===== src/rtl/lrns_pkg.sv =====
package lrns_pkg;

    // Field widths fixed by the scan and result formats
    localparam int unsigned TimeW    = 32;
    localparam int unsigned IntvW    = 16;
    localparam int unsigned FailW    = 8;
    localparam int unsigned CfgAddrW = 5;
    localparam int unsigned CfgDataW = 32;
    localparam int unsigned InDataW  = 72;
    localparam int unsigned OutDataW = 32;

    // Register map, one word per register
    typedef enum logic [2:0] {
        REG_STALE_TIMEOUT   = 3'd0,
        REG_STABLE_INTERVAL = 3'd1,
        REG_FAST_INTERVAL   = 3'd2,
        REG_MID_INTERVAL    = 3'd3,
        REG_SLOW_INTERVAL   = 3'd4,
        REG_PRIMARY_PERIOD  = 3'd5,
        REG_POWER_PERIOD    = 3'd6,
        REG_CADENCE_PERIOD  = 3'd7
    } t_reg_idx;

    // Register values after reset
    localparam logic [IntvW-1:0] RstStaleTimeout   = 16'd1800;
    localparam logic [IntvW-1:0] RstStableInterval = 16'd1500;
    localparam logic [IntvW-1:0] RstFastInterval   = 16'd750;
    localparam logic [IntvW-1:0] RstMidInterval    = 16'd2000;
    localparam logic [IntvW-1:0] RstSlowInterval   = 16'd3500;
    localparam logic [IntvW-1:0] RstPrimaryPeriod  = 16'd200;
    localparam logic [IntvW-1:0] RstPowerPeriod    = 16'd1000;
    localparam logic [IntvW-1:0] RstCadencePeriod  = 16'd1500;

    typedef struct packed {
        logic [IntvW-1:0] stale_timeout;
        logic [IntvW-1:0] stable_interval;
        logic [IntvW-1:0] fast_interval;
        logic [IntvW-1:0] mid_interval;
        logic [IntvW-1:0] slow_interval;
        logic [IntvW-1:0] primary_period;
        logic [IntvW-1:0] power_period;
        logic [IntvW-1:0] cadence_period;
    } t_cfg;

    typedef struct packed {
        logic [TimeW-1:0] now_ms;
        logic [TimeW-1:0] data_stamp;
        logic             trainer_linked;
        logic             heart_linked;
        logic             cadence_linked;
        logic             primary_client;
        logic             power_client;
        logic             cadence_client;
    } t_scan;

    typedef struct packed {
        logic             clear_data;
        logic             is_stale;
        logic             connect_trainer;
        logic             connect_heart;
        logic             connect_cadence;
        logic             send_primary;
        logic             send_power;
        logic             send_cadence;
        logic [FailW-1:0] failures;
        logic [IntvW-1:0] retry_interval;
    } t_result;

endpackage


===== src/rtl/lrns_cfg.sv =====
module lrns_cfg (
    input  logic                             i_clk,
    input  logic                             i_rst_n,
    input  logic                             psel,
    input  logic                             penable,
    input  logic                             pwrite,
    input  logic [lrns_pkg::CfgAddrW-1:0]    paddr,
    input  logic [lrns_pkg::CfgDataW-1:0]    pwdata,
    output logic [lrns_pkg::CfgDataW-1:0]    prdata,
    output logic                             pready,
    output lrns_pkg::t_cfg                   o_cfg
);
    import lrns_pkg::*;

    t_cfg             r_cfg;
    t_reg_idx         reg_idx;
    logic             wr_en;
    logic [IntvW-1:0] wr_val;
    logic [IntvW-1:0] rd_val;

    assign pready  = 1'b1;
    assign reg_idx = t_reg_idx'(paddr[4:2]);
    assign wr_en   = psel & penable & pwrite & pready;
    assign wr_val  = pwdata[IntvW-1:0];

    // Register file, written in the access phase of a write
    always_ff @(posedge i_clk) begin
        if (!i_rst_n) begin
            r_cfg.stale_timeout   <= RstStaleTimeout;
            r_cfg.stable_interval <= RstStableInterval;
            r_cfg.fast_interval   <= RstFastInterval;
            r_cfg.mid_interval    <= RstMidInterval;
            r_cfg.slow_interval   <= RstSlowInterval;
            r_cfg.primary_period  <= RstPrimaryPeriod;
            r_cfg.power_period    <= RstPowerPeriod;
            r_cfg.cadence_period  <= RstCadencePeriod;
        end else if (wr_en) begin
            unique case (reg_idx)
                REG_STALE_TIMEOUT:   r_cfg.stale_timeout   <= wr_val;
                REG_STABLE_INTERVAL: r_cfg.stable_interval <= wr_val;
                REG_FAST_INTERVAL:   r_cfg.fast_interval   <= wr_val;
                REG_MID_INTERVAL:    r_cfg.mid_interval    <= wr_val;
                REG_SLOW_INTERVAL:   r_cfg.slow_interval   <= wr_val;
                REG_PRIMARY_PERIOD:  r_cfg.primary_period  <= wr_val;
                REG_POWER_PERIOD:    r_cfg.power_period    <= wr_val;
                REG_CADENCE_PERIOD:  r_cfg.cadence_period  <= wr_val;
                default: ;
            endcase
        end
    end

    // Read-back multiplexer
    always_comb begin
        unique case (reg_idx)
            REG_STALE_TIMEOUT:   rd_val = r_cfg.stale_timeout;
            REG_STABLE_INTERVAL: rd_val = r_cfg.stable_interval;
            REG_FAST_INTERVAL:   rd_val = r_cfg.fast_interval;
            REG_MID_INTERVAL:    rd_val = r_cfg.mid_interval;
            REG_SLOW_INTERVAL:   rd_val = r_cfg.slow_interval;
            REG_PRIMARY_PERIOD:  rd_val = r_cfg.primary_period;
            REG_POWER_PERIOD:    rd_val = r_cfg.power_period;
            REG_CADENCE_PERIOD:  rd_val = r_cfg.cadence_period;
            default:             rd_val = '0;
        endcase
    end

    assign prdata = {{(CfgDataW-IntvW){1'b0}}, rd_val};
    assign o_cfg  = r_cfg;

endmodule


===== src/rtl/lrns_core.sv =====
module lrns_core (
    input  logic              i_clk,
    input  logic              i_rst_n,
    input  logic              i_fire,
    input  lrns_pkg::t_scan   i_scan,
    input  lrns_pkg::t_cfg    i_cfg,
    output lrns_pkg::t_result o_result
);
    import lrns_pkg::*;

    localparam logic [FailW-1:0] FailMax     = {FailW{1'b1}};
    localparam logic [FailW-1:0] SlowTierMin = 8'd5;
    localparam logic [FailW-1:0] MidTierMin  = 8'd2;

    // Scheduler state
    logic [TimeW-1:0] r_last_data, r_last_check;
    logic [TimeW-1:0] r_last_pri, r_last_pow, r_last_cad;
    logic [IntvW-1:0] r_interval;
    logic [FailW-1:0] r_fail;
    logic             r_stale;

    logic [TimeW-1:0] n_last_data, n_last_check;
    logic [TimeW-1:0] n_last_pri, n_last_pow, n_last_cad;
    logic [IntvW-1:0] n_interval;
    logic [FailW-1:0] n_fail;
    logic             n_stale;

    logic [TimeW-1:0] data_age, check_age, pri_age, pow_age, cad_age;
    logic             stale_hit, new_data, check_due, pri_due, pow_due, cad_due;
    logic             clear, c_tr;
    logic [IntvW-1:0] int_a, int_b;
    logic [FailW-1:0] fail_a, fail_b;

    function automatic logic [FailW-1:0] sat_inc(input logic [FailW-1:0] val);
        sat_inc = (val == FailMax) ? val : val + 1'b1;
    endfunction

    // Ages of the data and of each timer, modulo the time word
    assign data_age  = i_scan.now_ms - r_last_data;
    assign check_age = i_scan.now_ms - r_last_check;
    assign pri_age   = i_scan.now_ms - r_last_pri;
    assign pow_age   = i_scan.now_ms - r_last_pow;
    assign cad_age   = i_scan.now_ms - r_last_cad;

    assign stale_hit = data_age > {{(TimeW-IntvW){1'b0}}, i_cfg.stale_timeout};
    assign new_data  = i_scan.data_stamp > r_last_data;
    assign pri_due   = pri_age >= {{(TimeW-IntvW){1'b0}}, i_cfg.primary_period};
    assign pow_due   = pow_age >= {{(TimeW-IntvW){1'b0}}, i_cfg.power_period};
    assign cad_due   = cad_age >= {{(TimeW-IntvW){1'b0}}, i_cfg.cadence_period};

    // Stale entry, then fresh data, then the retry check
    always_comb begin
        clear   = 1'b0;
        n_stale = r_stale;
        fail_a  = r_fail;
        int_a   = r_interval;
        if (stale_hit) begin
            if (!r_stale) begin
                clear   = 1'b1;
                n_stale = 1'b1;
                fail_a  = sat_inc(r_fail);
                int_a   = i_cfg.fast_interval;
            end
        end else begin
            n_stale = 1'b0;
        end

        n_last_data = r_last_data;
        fail_b      = fail_a;
        int_b       = int_a;
        if (new_data) begin
            n_last_data = i_scan.data_stamp;
            fail_b      = '0;
            int_b       = i_cfg.stable_interval;
        end

        // The retry check runs on the interval left by the two steps above
        check_due    = check_age >= {{(TimeW-IntvW){1'b0}}, int_b};
        c_tr         = 1'b0;
        n_fail       = fail_b;
        n_interval   = int_b;
        n_last_check = r_last_check;
        if (check_due) begin
            n_last_check = i_scan.now_ms;
            if (!i_scan.trainer_linked) begin
                c_tr   = 1'b1;
                n_fail = sat_inc(fail_b);
                if (n_fail > SlowTierMin) begin
                    n_interval = i_cfg.slow_interval;
                end else if (n_fail > MidTierMin) begin
                    n_interval = i_cfg.mid_interval;
                end else begin
                    n_interval = i_cfg.fast_interval;
                end
            end else if (fail_b != '0) begin
                n_fail     = '0;
                n_interval = i_cfg.stable_interval;
            end
        end
    end

    // Notification timers restart whenever they fire
    assign n_last_pri = pri_due ? i_scan.now_ms : r_last_pri;
    assign n_last_pow = pow_due ? i_scan.now_ms : r_last_pow;
    assign n_last_cad = cad_due ? i_scan.now_ms : r_last_cad;

    always_ff @(posedge i_clk) begin
        if (!i_rst_n) begin
            r_last_data  <= '0;
            r_last_check <= '0;
            r_last_pri   <= '0;
            r_last_pow   <= '0;
            r_last_cad   <= '0;
            r_interval   <= RstStableInterval;
            r_fail       <= '0;
            r_stale      <= 1'b0;
        end else if (i_fire) begin
            r_last_data  <= n_last_data;
            r_last_check <= n_last_check;
            r_last_pri   <= n_last_pri;
            r_last_pow   <= n_last_pow;
            r_last_cad   <= n_last_cad;
            r_interval   <= n_interval;
            r_fail       <= n_fail;
            r_stale      <= n_stale;
        end
    end

    // Result of the scan being processed
    always_comb begin
        o_result.clear_data      = clear;
        o_result.is_stale        = n_stale;
        o_result.connect_trainer = c_tr;
        o_result.connect_heart   = check_due & ~i_scan.heart_linked;
        o_result.connect_cadence = check_due & ~i_scan.cadence_linked;
        o_result.send_primary    = pri_due & i_scan.primary_client & ~n_stale;
        o_result.send_power      = pow_due & i_scan.power_client;
        o_result.send_cadence    = cad_due & i_scan.cadence_client;
        o_result.failures        = n_fail;
        o_result.retry_interval  = n_interval;
    end

endmodule


===== src/rtl/link_reconnect_notify_scheduler.sv =====
// Link reconnect and notify scheduler.
// Each item on the slave stream is one scan: the current millisecond time,
// the newest trainer data time and six link and client flags. For every
// scan one result item leaves on the master stream with the clear-data
// pulse, the stale flag, three reconnect requests, three send requests,
// the failure count and the current retry interval.
// An accepted item is held in an input register; when the result stage
// is free the scan logic updates the scheduler state and loads the result
// register, from which the receiver takes the result. One item is taken
// every cycle while the receiver does not stall; the rate holds because
// the scan logic updates the state registers as it loads the result
// register.
// When the receiver stalls the result register holds its item and the
// input register still takes one more item; after that s_axis_tready
// falls until the result is taken.
// Reset clears both stages, the timers, the failure count and the stale
// flag, loads the retry interval with the stable interval's reset value and
// returns all configuration registers to their reset values. The APB port
// holds the eight 16-bit registers at byte addresses 0 to 28.
module link_reconnect_notify_scheduler (
    input  logic                             i_clk,
    input  logic                             i_rst_n,
    // now_ms[31:0], data_stamp[63:32], trainer_linked[64], heart_linked[65],
    // cadence_linked[66], primary_client[67], power_client[68],
    // cadence_client[69], zero padding[71:70]
    input  logic [lrns_pkg::InDataW-1:0]     s_axis_tdata,
    input  logic                             s_axis_tvalid,
    output logic                             s_axis_tready,
    // clear_data[0], is_stale[1], connect_trainer[2], connect_heart[3],
    // connect_cadence[4], send_primary[5], send_power[6], send_cadence[7],
    // failures[15:8], retry_interval[31:16]
    output logic [lrns_pkg::OutDataW-1:0]    m_axis_tdata,
    output logic                             m_axis_tvalid,
    input  logic                             m_axis_tready,
    input  logic                             psel,
    input  logic                             penable,
    input  logic                             pwrite,
    input  logic [lrns_pkg::CfgAddrW-1:0]    paddr,
    input  logic [lrns_pkg::CfgDataW-1:0]    pwdata,
    output logic [lrns_pkg::CfgDataW-1:0]    prdata,
    output logic                             pready
);
    import lrns_pkg::*;

    t_cfg    cfg;
    t_scan   r_in;
    t_result r_out;
    t_result result;
    logic    r_in_vld, r_out_vld;
    logic    advance, fire, in_take;

    lrns_cfg u_cfg (
        .i_clk   (i_clk),
        .i_rst_n (i_rst_n),
        .psel    (psel),
        .penable (penable),
        .pwrite  (pwrite),
        .paddr   (paddr),
        .pwdata  (pwdata),
        .prdata  (prdata),
        .pready  (pready),
        .o_cfg   (cfg)
    );

    // Pipeline handshake: the result stage frees when empty or taken
    assign advance       = ~r_out_vld | m_axis_tready;
    assign fire          = r_in_vld & advance;
    assign s_axis_tready = ~r_in_vld | advance;
    assign in_take       = s_axis_tvalid & s_axis_tready;

    always_ff @(posedge i_clk) begin
        if (!i_rst_n) begin
            r_in_vld  <= 1'b0;
            r_out_vld <= 1'b0;
        end else begin
            if (s_axis_tready) begin
                r_in_vld <= s_axis_tvalid;
            end
            if (advance) begin
                r_out_vld <= r_in_vld;
            end
        end
    end

    // Input register, unpacked from the stream word
    always_ff @(posedge i_clk) begin
        if (in_take) begin
            r_in.now_ms         <= s_axis_tdata[31:0];
            r_in.data_stamp     <= s_axis_tdata[63:32];
            r_in.trainer_linked <= s_axis_tdata[64];
            r_in.heart_linked   <= s_axis_tdata[65];
            r_in.cadence_linked <= s_axis_tdata[66];
            r_in.primary_client <= s_axis_tdata[67];
            r_in.power_client   <= s_axis_tdata[68];
            r_in.cadence_client <= s_axis_tdata[69];
        end
    end

    lrns_core u_core (
        .i_clk    (i_clk),
        .i_rst_n  (i_rst_n),
        .i_fire   (fire),
        .i_scan   (r_in),
        .i_cfg    (cfg),
        .o_result (result)
    );

    // Result register
    always_ff @(posedge i_clk) begin
        if (fire) begin
            r_out <= result;
        end
    end

    assign m_axis_tvalid = r_out_vld;
    assign m_axis_tdata  = {r_out.retry_interval, r_out.failures,
                            r_out.send_cadence, r_out.send_power, r_out.send_primary,
                            r_out.connect_cadence, r_out.connect_heart,
                            r_out.connect_trainer, r_out.is_stale, r_out.clear_data};

endmodule


===== config.mk =====
export PLATFORM = sky130hd
export DESIGN_NAME = link_reconnect_notify_scheduler
export DESIGN_NICKNAME = d
export VERILOG_FILES = /design/src/rtl/lrns_pkg.sv /design/src/rtl/lrns_cfg.sv /design/src/rtl/lrns_core.sv /design/src/rtl/link_reconnect_notify_scheduler.sv
export SDC_FILE = /design/constraint.sdc
export NUM_CORES = 1
export LEC_CHECK = 0
export BUFFER_PORTS_ARGS = -buffer_cell sky130_fd_sc_hd__buf_2
export CAP_MARGIN = 40
export CORE_MARGIN = 1
export CORE_UTILIZATION = 55
export DETAILED_ROUTE_END_ITERATION = 10
export PLACE_DENSITY = 0.76
export SLEW_MARGIN = 25
export SYNTH_ARGS = -nofsm -noshare
export SYNTH_HDL_FRONTEND = slang
export SYNTH_HIERARCHICAL = 1
export SYNTH_SLANG_ARGS = --single-unit

===== constraint.sdc =====
create_clock -name i_clk -period 7.95 [get_ports i_clk]
set_clock_uncertainty 0.05 [all_clocks]
set_input_delay 0.3975 -clock i_clk [delete_from_list [all_inputs] [get_ports i_clk]]
set_output_delay 0.3975 -clock i_clk [all_outputs]
set_load 0.02 [all_outputs]

==> results.rst, run 1 <==
.. list-table::
   :header-rows: 1

   * - Metric
     - Value
   * - Power per unit of standard cell area
     - 180.7 mW/mm^2
   * - Initial core utilization
     - 0.5621
   * - Global placement routability congestion
     - just under 1
   * - Detailed-route vias per instance
     - roughly 6.0
   * - Tmin final
     - 8.086 ns
   * - Net load switching power
     - 1.952 mW
   * - Area leader, netlist
     - dfxtp_1
   * - Most frequent CP cell
     - a21oi_1
   * - Total via count after detailed routing
     - ~27000
   * - Number of enable-type register cells in the synthesized netlist
     - between 100 and 150
   * - Root buffer cell
     - clkbuf_16
   * - Setup repair after global routing missed its margin
     - true
   * - Number of search-and-repair iterations in the first detailed-routing pass
     - 6
   * - Fraction of the cycle the final worst path needs
     - 1.017
   * - Footprint of the flip-flops and latches
     - ~0.0094 sq mm
   * - Final setup violation count
     - between 70 and 80
   * - Global routing usage summed across all routing layers
     - 0.3144
   * - Largest cells by area after synthesis
     - dfxtp_1 22%, ha_1 12%, edfxtp_1 11%
   * - Die extent in y
     - around 230 microns
   * - Number of nets in the layout
     - between 4000 and 5000
   * - Maximum single-stage delay on the critical path
     - around 0.54 ns
   * - Std-Cell Rows
     - 83
   * - P&R area growth vs syn
     - 18.86%
   * - Part of the Yosys area used for sequential elements
     - 0.3217
   * - Largest net degree at the start of global routing
     - roughly 90
   * - Worst Hold Slack
     - approximately 0.04 ns
   * - Overflow left after global routing
     - 0
   * - Footprint of the multi-input gates
     - about 0.019 sq mm
   * - Worst-case setup margin in the final layout
     - -0.1362 ns
   * - Port Buf Inserts
     - ~150
   * - Clock Pin Slew Worst Setup and Hold Paths
     - approximately 0.060 ns
   * - Maximum VDD drop
     - 193.5 uV
   * - Proportion of total power due to net switching
     - 0.3120
   * - Clock Power Share
     - 0.359
   * - CP Class
     - flop to flop
   * - Leakage
     - between 10 and 15 nW
   * - Max Cap Viol
     - 0
   * - Horizontal extent of the die
     - roughly 230 microns
   * - Number of warnings printed during yosys synthesis
     - 6
   * - Status
     - finished with violations
   * - Routed len/inst
     - 19.65 microns
   * - Number of antenna violations at the first check in global routing
     - 2
   * - Total count of max-transition violations in the final report
     - 0
   * - Sequential Power Share
     - 0.372
   * - Fraction of synthesized cell area taken by the top area cell type
     - 0.2165
   * - Synthesized flop and latch total
     - between 400 and 500
   * - Total chip power
     - ~6.3 mW
   * - Cell area after technology mapping
     - 0.02913 sq mm
   * - Logic gate share of total power
     - 0.269
   * - Via count of the first global-routing pass
     - 25240
   * - Antenna diode count
     - 0
   * - Number of clock buffers inserted by TritonCTS
     - 47
   * - Worst-path maximum fanout
     - 5
   * - Data required time at the worst endpoint
     - a little over 8 ns
   * - Die outline area
     - 0.05388 sq mm
   * - Remaining number of nets flagged by the antenna check after routing
     - 0
   * - Total core area
     - 0.05182 sq mm
   * - Critical path launch point type
     - flop
   * - Maximum level of the CTS H-tree
     - 2
   * - Internal portion of total power
     - ~4.3 mW
   * - Slew Limit Headroom
     - 0.4353
   * - Placement-stage cell area
     - approximately 0.031 sq mm
   * - Worst-Skew Late Latency
     - 0.60 ns
   * - Proportion of register bits with asynchronous set or reset after synthesis
     - 0
   * - Netlist cell types
     - 109
   * - HPWL after detailed placement
     - around 63000 microns
   * - Top cell family by delay on the critical path
     - compound AO/OA/AOI/OAI gates
   * - Total of fill cells in the finished design
     - between 4000 and 5000
   * - Initial DRC count
     - about 2600
   * - Sinks on Clock Net
     - between 400 and 500
   * - Violations in the final reports
     - setup timing
   * - Number of buffers on the longest clock path
     - 3
   * - Primary FF master, synth
     - dfxtp_1
   * - Category of the worst setup path capture point
     - flop
   * - Number of ports placed on the die boundary
     - between 150 and 200
   * - Finished Cell Area
     - 0.03462 sq mm
   * - Number of endpoints with negative hold slack in the final report
     - 0
   * - Global-route wire length before repair
     - ~130000 microns
   * - Class of the tightest hold or removal check
     - input port to flop
   * - Crit-path slowest cell
     - or4_4
   * - Worst path buffer plus inverter count
     - 5
   * - Remaining routing DRC violations
     - 0
   * - Maximum frequency from static timing analysis
     - 123.7 MHz
   * - Post-layout utilization of the core
     - 0.6681
   * - Avg Inst Size Synth
     - about 8.2 sq um
   * - Data arrival time of the critical path
     - around 8.4 ns
   * - Post-Route WL
     - 89080 microns
   * - Instance count of the mapped netlist
     - 3573
   * - Fraction of layout cells with a size suffix above 1
     - 0.1542
   * - Tightest Pin Transition
     - approximately 0.85 ns
   * - TritonCTS clock tree
     - done
==> routing by layer <==
metal	up-vias	GRT usage	routed length (microns)
li1	13130	-	-
met1	12840	0.4124	37370
met2	1080	0.5178	41220
met3	203	0.04777	6891
met4	0	0.1215	3601
met5	-	0	0
==> worst paths after layout <==
path	from	endpoint	slack, ns	cells past startpoint
min reg2reg	u_core/r_last_data[27]	u_core/r_last_data[27]	0.40	2
max	r_in[38]	m_axis_tdata[25]	-0.14	39
max reg2reg	r_in[38]	m_axis_tdata[25]	-0.14	39
min	s_axis_tvalid	r_in_vld	0.04	3
==> placed cells by master (no fill, tap or decap), drive strengths merged, types with 98 or more instances in the layout <==
master	synthesis	final
a21boi	98	98
a21oi	249	249
buf	100	300
dfxtp	315	315
edfxtp	102	102
ha	270	270
inv	289	292
mux2i	103	103
nand2	551	551
nand3	120	120
nor2	261	261
o21ai	166	166
==> timing repair <==
| item | CTS | global route |
|---|---|---|
| endpoints found under the hold margin | 69 | 0 |
| resized for setup | 36 | 179 |
| endpoints found under the setup margin | 83 | 83 |
| cloned | 3 | 8 |
| pin swaps | 18 | 100 |
| buffers inserted | 7 | 12 |
| hold buffers | 69 | 0 |
==> synthesized netlist by cell type, types with 13 or more instances <==
cell type,n
a21boi_0,68
xor2_1,31
xnor2_1,64
a22o_1,18
nand4_1,38
o21a_1,37
mux2_2,20
nand2_1,551
nor2_1,255
edfxtp_1,102
ha_1,270
nor2b_1,41
or3_1,16
a31oi_1,21
a2111oi_0,13
nand2b_1,51
clkbuf_1,92
nor3_1,46
o21ai_1,15
o21bai_1,28
a221oi_1,31
nand3_1,120
a21o_1,69
buf_4,24
o21ai_0,151
dfxtp_1,315
a211oi_1,27
o211ai_1,28
inv_1,288
and3_1,13
a21oi_1,247
a21boi_1,30
mux2i_1,103
buf_2,61
==> power by group through the flow <==
stage	sequential [mW]	clock (mW)	combinational, mW
after global placement	2.37	0	1.49
after floorplan	2.37	0	1.09
after CTS	2.32	2.28	1.57
after detailed placement	2.37	0	1.51
after global routing	2.33	2.36	1.84
final	2.33	2.25	1.68
==> tightest hold or removal path, delay by kind of cell <==
family	cells	cell delay [ns]
buffers and inverters	2	0.13
AOI/OAI and AO/OA	1	0.11
==> kinds of logic (layout without fill, tap and decap cells) <==
group | Yosys count | in the layout | share of synthesized area
adder cells (fa/ha/maj) | 275 | 275 | 0.1194
other | 2 | 17 | 0.0002578
AND/OR/NAND/NOR | 1222 | 1222 | 0.1932
multiplexers | 124 | 124 | 0.04352
flip-flops | 417 | 417 | 0.3217
buffers and inverters | 483 | 748 | 0.06899
XOR/XNOR | 95 | 95 | 0.02857
AO/OA/AOI/OAI | 955 | 955 | 0.2244
==> sequential cells by signal, summed over array words and instances, names as in the netlist <==
| register | count |
|---|---|
| u_cfg/o_cfg | 128 |
| r_in | 70 |
| m_axis_tdata | 32 |
| u_core/r_last_cad | 32 |
| u_core/r_last_check | 32 |
| u_core/r_last_data | 32 |
| u_core/r_last_pow | 32 |
| u_core/r_last_pri | 32 |
| u_core/r_interval | 16 |
| u_core/r_fail | 8 |
| m_axis_tvalid | 1 |
| r_in_vld | 1 |
| u_core/r_stale | 1 |
==> final cells by class <==
| type | instances | area share |
|---|---|---|
| clock buffers | 65 | 0.03954 |
| clock inverters | 17 | 0.006072 |
| inverters | 291 | 0.03184 |
| multi-input cells | 2688 | 0.5412 |
| flip-flops and latches | 417 | 0.2706 |
| well taps | 680 | 0.02458 |
| repair buffers | 375 | 0.08616 |
==> per-stage QoR <==
stage	TNS, ns	instances	worst slack (ns)
global placement	-10.34	4345	-0.2586
finish	-6.319	4533	-0.1362
CTS	0	4510	0.02855
global route	-32.37	4533	-0.4713
floorplan	-0.04279	3588	-0.007131
detailed placement	-24.80	4349	-0.4667
(Power assumes the default switching activity.)
==> run 2, diff against run 1 <==
PLACE_DENSITY = 0.73   (was 0.76)
SYNTH_HIERARCHICAL = unset   (was 1)
clock period = 10.01 ns   (was 7.95 ns; I/O delays follow)
==> run 2 against run 1 <==
  * The run now ends clean
  * Critical path type unchanged
  * Clock power decreased by 19%
  * Die area decreased by 0.86%
  * Cell area decreased by 7.4%
  * Wire length decreased by 5.4%
==> results.rst, run 2 <==
.. list-table::
   :header-rows: 1

   * - Metric
     - Value
   * - Status
     - finished, final reports clean
   * - Tmin final
     - 9.437 ns
   * - Setup repair after global routing missed its margin
     - false
   * - Overflow left after global routing
     - 0
   * - Final setup violation count
     - 0
   * - Synthesized flop and latch total
     - about 420
   * - Maximum frequency from static timing analysis
     - 106.0 MHz
   * - Class of the tightest hold or removal check
     - input port to flop
   * - Instance count of the mapped netlist
     - between 3000 and 4000
   * - Fraction of synthesized cell area taken by the top area cell type
     - 0.2184
   * - Tightest Pin Transition
     - between 0.8 and 0.9 ns
   * - Post-Route WL
     - ~84000 microns
   * - Leakage
     - 13.01 nW
   * - Avg Inst Size Synth
     - 8.150 sq um
   * - Number of nets in the layout
     - approximately 4000
   * - HPWL after detailed placement
     - 63060 microns
   * - Detailed-route vias per instance
     - 5.993
   * - Sinks on Clock Net
     - about 420
   * - Cell with the most instances after synthesis
     - nand2_1
   * - Category of the worst setup path capture point
     - flop
   * - Data arrival time of the critical path
     - slightly below 10 ns
   * - Total core area
     - just over 0.05 sq mm
   * - Std-Cell Rows
     - 83
   * - Crit-path slowest cell
     - edfxtp_1
   * - Via count of the first global-routing pass
     - roughly 24000
   * - Number of endpoints with negative hold slack in the final report
     - 0
   * - Global placement routability congestion
     - between 0.9 and 1
   * - Total count of max-transition violations in the final report
     - 0
   * - Maximum single-stage delay on the critical path
     - ~0.53 ns
   * - Critical path launch point type
     - flop
   * - Maximum VDD drop
     - 146.6 uV
   * - Top cell types by occurrence after synthesis
     - 596 x nand2_1, 327 x a21oi_1, 315 x dfxtp_1
   * - Total negative setup slack
     - 0 ns
   * - Area leader, netlist
     - dfxtp_1
   * - Largest net degree at the start of global routing
     - 76
   * - Commonest non-fill, non-tap cell in the layout
     - nand2_1
   * - Horizontal extent of the die
     - between 200 and 250 microns
   * - Footprint of the flip-flops and latches
     - roughly 0.0094 sq mm
   * - Number of ports placed on the die boundary
     - 183
   * - Routed len/inst
     - just under 20 microns
   * - Power per unit of standard cell area
     - between 150 and 200 mW/mm^2
   * - Number of antenna violations at the first check in global routing
     - 0
   * - Initial DRC count
     - 2463
   * - Slew Limit Headroom
     - 0.4198
   * - Number of search-and-repair iterations in the first detailed-routing pass
     - 6
   * - Initial core utilization
     - 0.5594
   * - Leading cell types in the layout, fill and taps excluded
     - 594 x nand2_1, 326 x a21oi_1, 315 x dfxtp_1, 287 x inv_1, 270 x ha_1
   * - Port Buf Inserts
     - 145
   * - Footprint of the multi-input gates
     - around 0.018 sq mm
   * - Post-layout utilization of the core
     - 0.6209
   * - Max Cap Viol
     - 0
   * - Worst-Skew Late Latency
     - ~0.6 ns
   * - Antenna diode count
     - 0
   * - Number of enable-type register cells in the synthesized netlist
     - about 100
   * - Part of the Yosys area used for sequential elements
     - 0.3245
   * - P&R area growth vs syn
     - 10.99%
   * - Remaining number of nets flagged by the antenna check after routing
     - 0
   * - Worst-path maximum fanout
     - 9
   * - Root buffer cell
     - clkbuf_16
   * - Total via count after detailed routing
     - 26170
   * - Data required time at the worst endpoint
     - between 10 and 15 ns
   * - Max FFs per register
     - between 100 and 150
   * - Global-route wire length before repair
     - ~130000 microns
   * - Global routing usage summed across all routing layers
     - 0.3106
   * - Fraction of layout cells with a size suffix above 1
     - 0.1041
   * - Maximum level of the CTS H-tree
     - 2
   * - Cell area after technology mapping
     - 0.02887 sq mm
   * - Remaining routing DRC violations
     - 0
   * - TritonCTS clock tree
     - done
   * - Die outline area
     - 0.05342 sq mm
   * - Proportion of register bits with asynchronous set or reset after synthesis
     - 0
   * - Primary FF master, synth
     - dfxtp_1
   * - Die extent in y
     - about 230 microns
   * - R2R setup slack
     - approximately 0.57 ns
   * - Fraction of the cycle the final worst path needs
     - 0.9428
   * - Total of fill cells in the finished design
     - 4542
   * - Largest cells by area after synthesis
     - dfxtp_1 22%, ha_1 12%, edfxtp_1 11%
   * - CP Class
     - flop to flop
   * - Number of warnings printed during yosys synthesis
     - 0
   * - Clock Pin Slew Worst Setup and Hold Paths
     - ~0.060 ns
   * - Netlist cell types
     - around 100
   * - Number of clock buffers inserted by TritonCTS
     - 48
   * - Number of buffers on the longest clock path
     - 3
==> run 2: layout make-up <==
| cell class | count | area share |
|---|---|---|
| clock inverter | 21 | 0.006676 |
| tap | 680 | 0.02655 |
| multi-input combinational | 2674 | 0.5533 |
| inverter | 290 | 0.03412 |
| clock buffer | 66 | 0.04439 |
| timing repair buffer | 219 | 0.04260 |
| sequential | 417 | 0.2924 |
==> run 2: cells by family after synthesis <==
| kind of cell | after synthesis | share of synthesized area |
|---|---|---|
| AO/OA/AOI/OAI | 957 | 0.2201 |
| flip-flops | 417 | 0.3245 |
| adder cells (fa/ha/maj) | 275 | 0.1205 |
| other | 2 | 0.0002601 |
| XOR/XNOR | 96 | 0.02912 |
| AND/OR/NAND/NOR | 1172 | 0.1832 |
| buffers and inverters | 467 | 0.06522 |
| multiplexers | 157 | 0.05716 |
==> run 2: path summary, 6_finish.rpt <==
kind | cells after the start | startpoint | endpoint
min | 1 | s_axis_tdata[36] | r_in[10]
max reg2reg | 39 | r_in[38] | m_axis_tdata[19]
min reg2reg | 2 | u_core.r_last_data[13] | u_core.r_last_data[13]
max | 39 | r_in[38] | m_axis_tdata[19]
==> run 2: timing repair <==
action | CTS | global route
setup buffers | 0 | 1
hold buffers | 1 | 0
endpoints found under the hold margin | 1 | 0
setup endpoints to repair | 0 | 32
gates resized for setup | 0 | 2
==> run 2: power breakdown <==
group | switching (mW) | internal [mW] | leakage (nW)
sequential | 0.0427 | 1.80 | 3.55
combinational | 0.720 | 0.470 | 8.65
clock | 0.742 | 1.07 | 0.810
total | 1.50 | 3.34 | 13.0
==> run 2: through the flow <==
stage                     instances  setup WS, ns  hold WS, ns  area, sq um  power (mW)
after floorplan                3558         1.874       0.3863        28930       2.740
after detailed placement       4276        0.3565       0.3967        30360       3.044
after CTS                      4364        0.3342    0.0002368        32000       4.864
after global routing           4367       0.04890     0.005084        32050       5.082
final                          4367        0.5730      0.02812        32050       4.849
after global placement         4271        0.4422       0.3922        30260       3.023
==> run 2: critical path, delay by kind of cell (launching register included) <==
family | cells | cell delay [ns]
AO/OA/AOI/OAI | 16 | 3.87
flip-flops | 1 | 0.53
AND/OR/NAND/NOR | 12 | 2.22
multiplexers | 1 | 0.11
buffers and inverters | 5 | 0.84
XOR/XNOR | 1 | 0.28
adder cells (fa/ha/maj) | 4 | 1.27
==> run 2: layer usage <==
metal  part of all wire  track usage
met3              0.074      0.04441
met5                  0            0
met1               0.43       0.4142
met4              0.043       0.1368
met2               0.45       0.4990
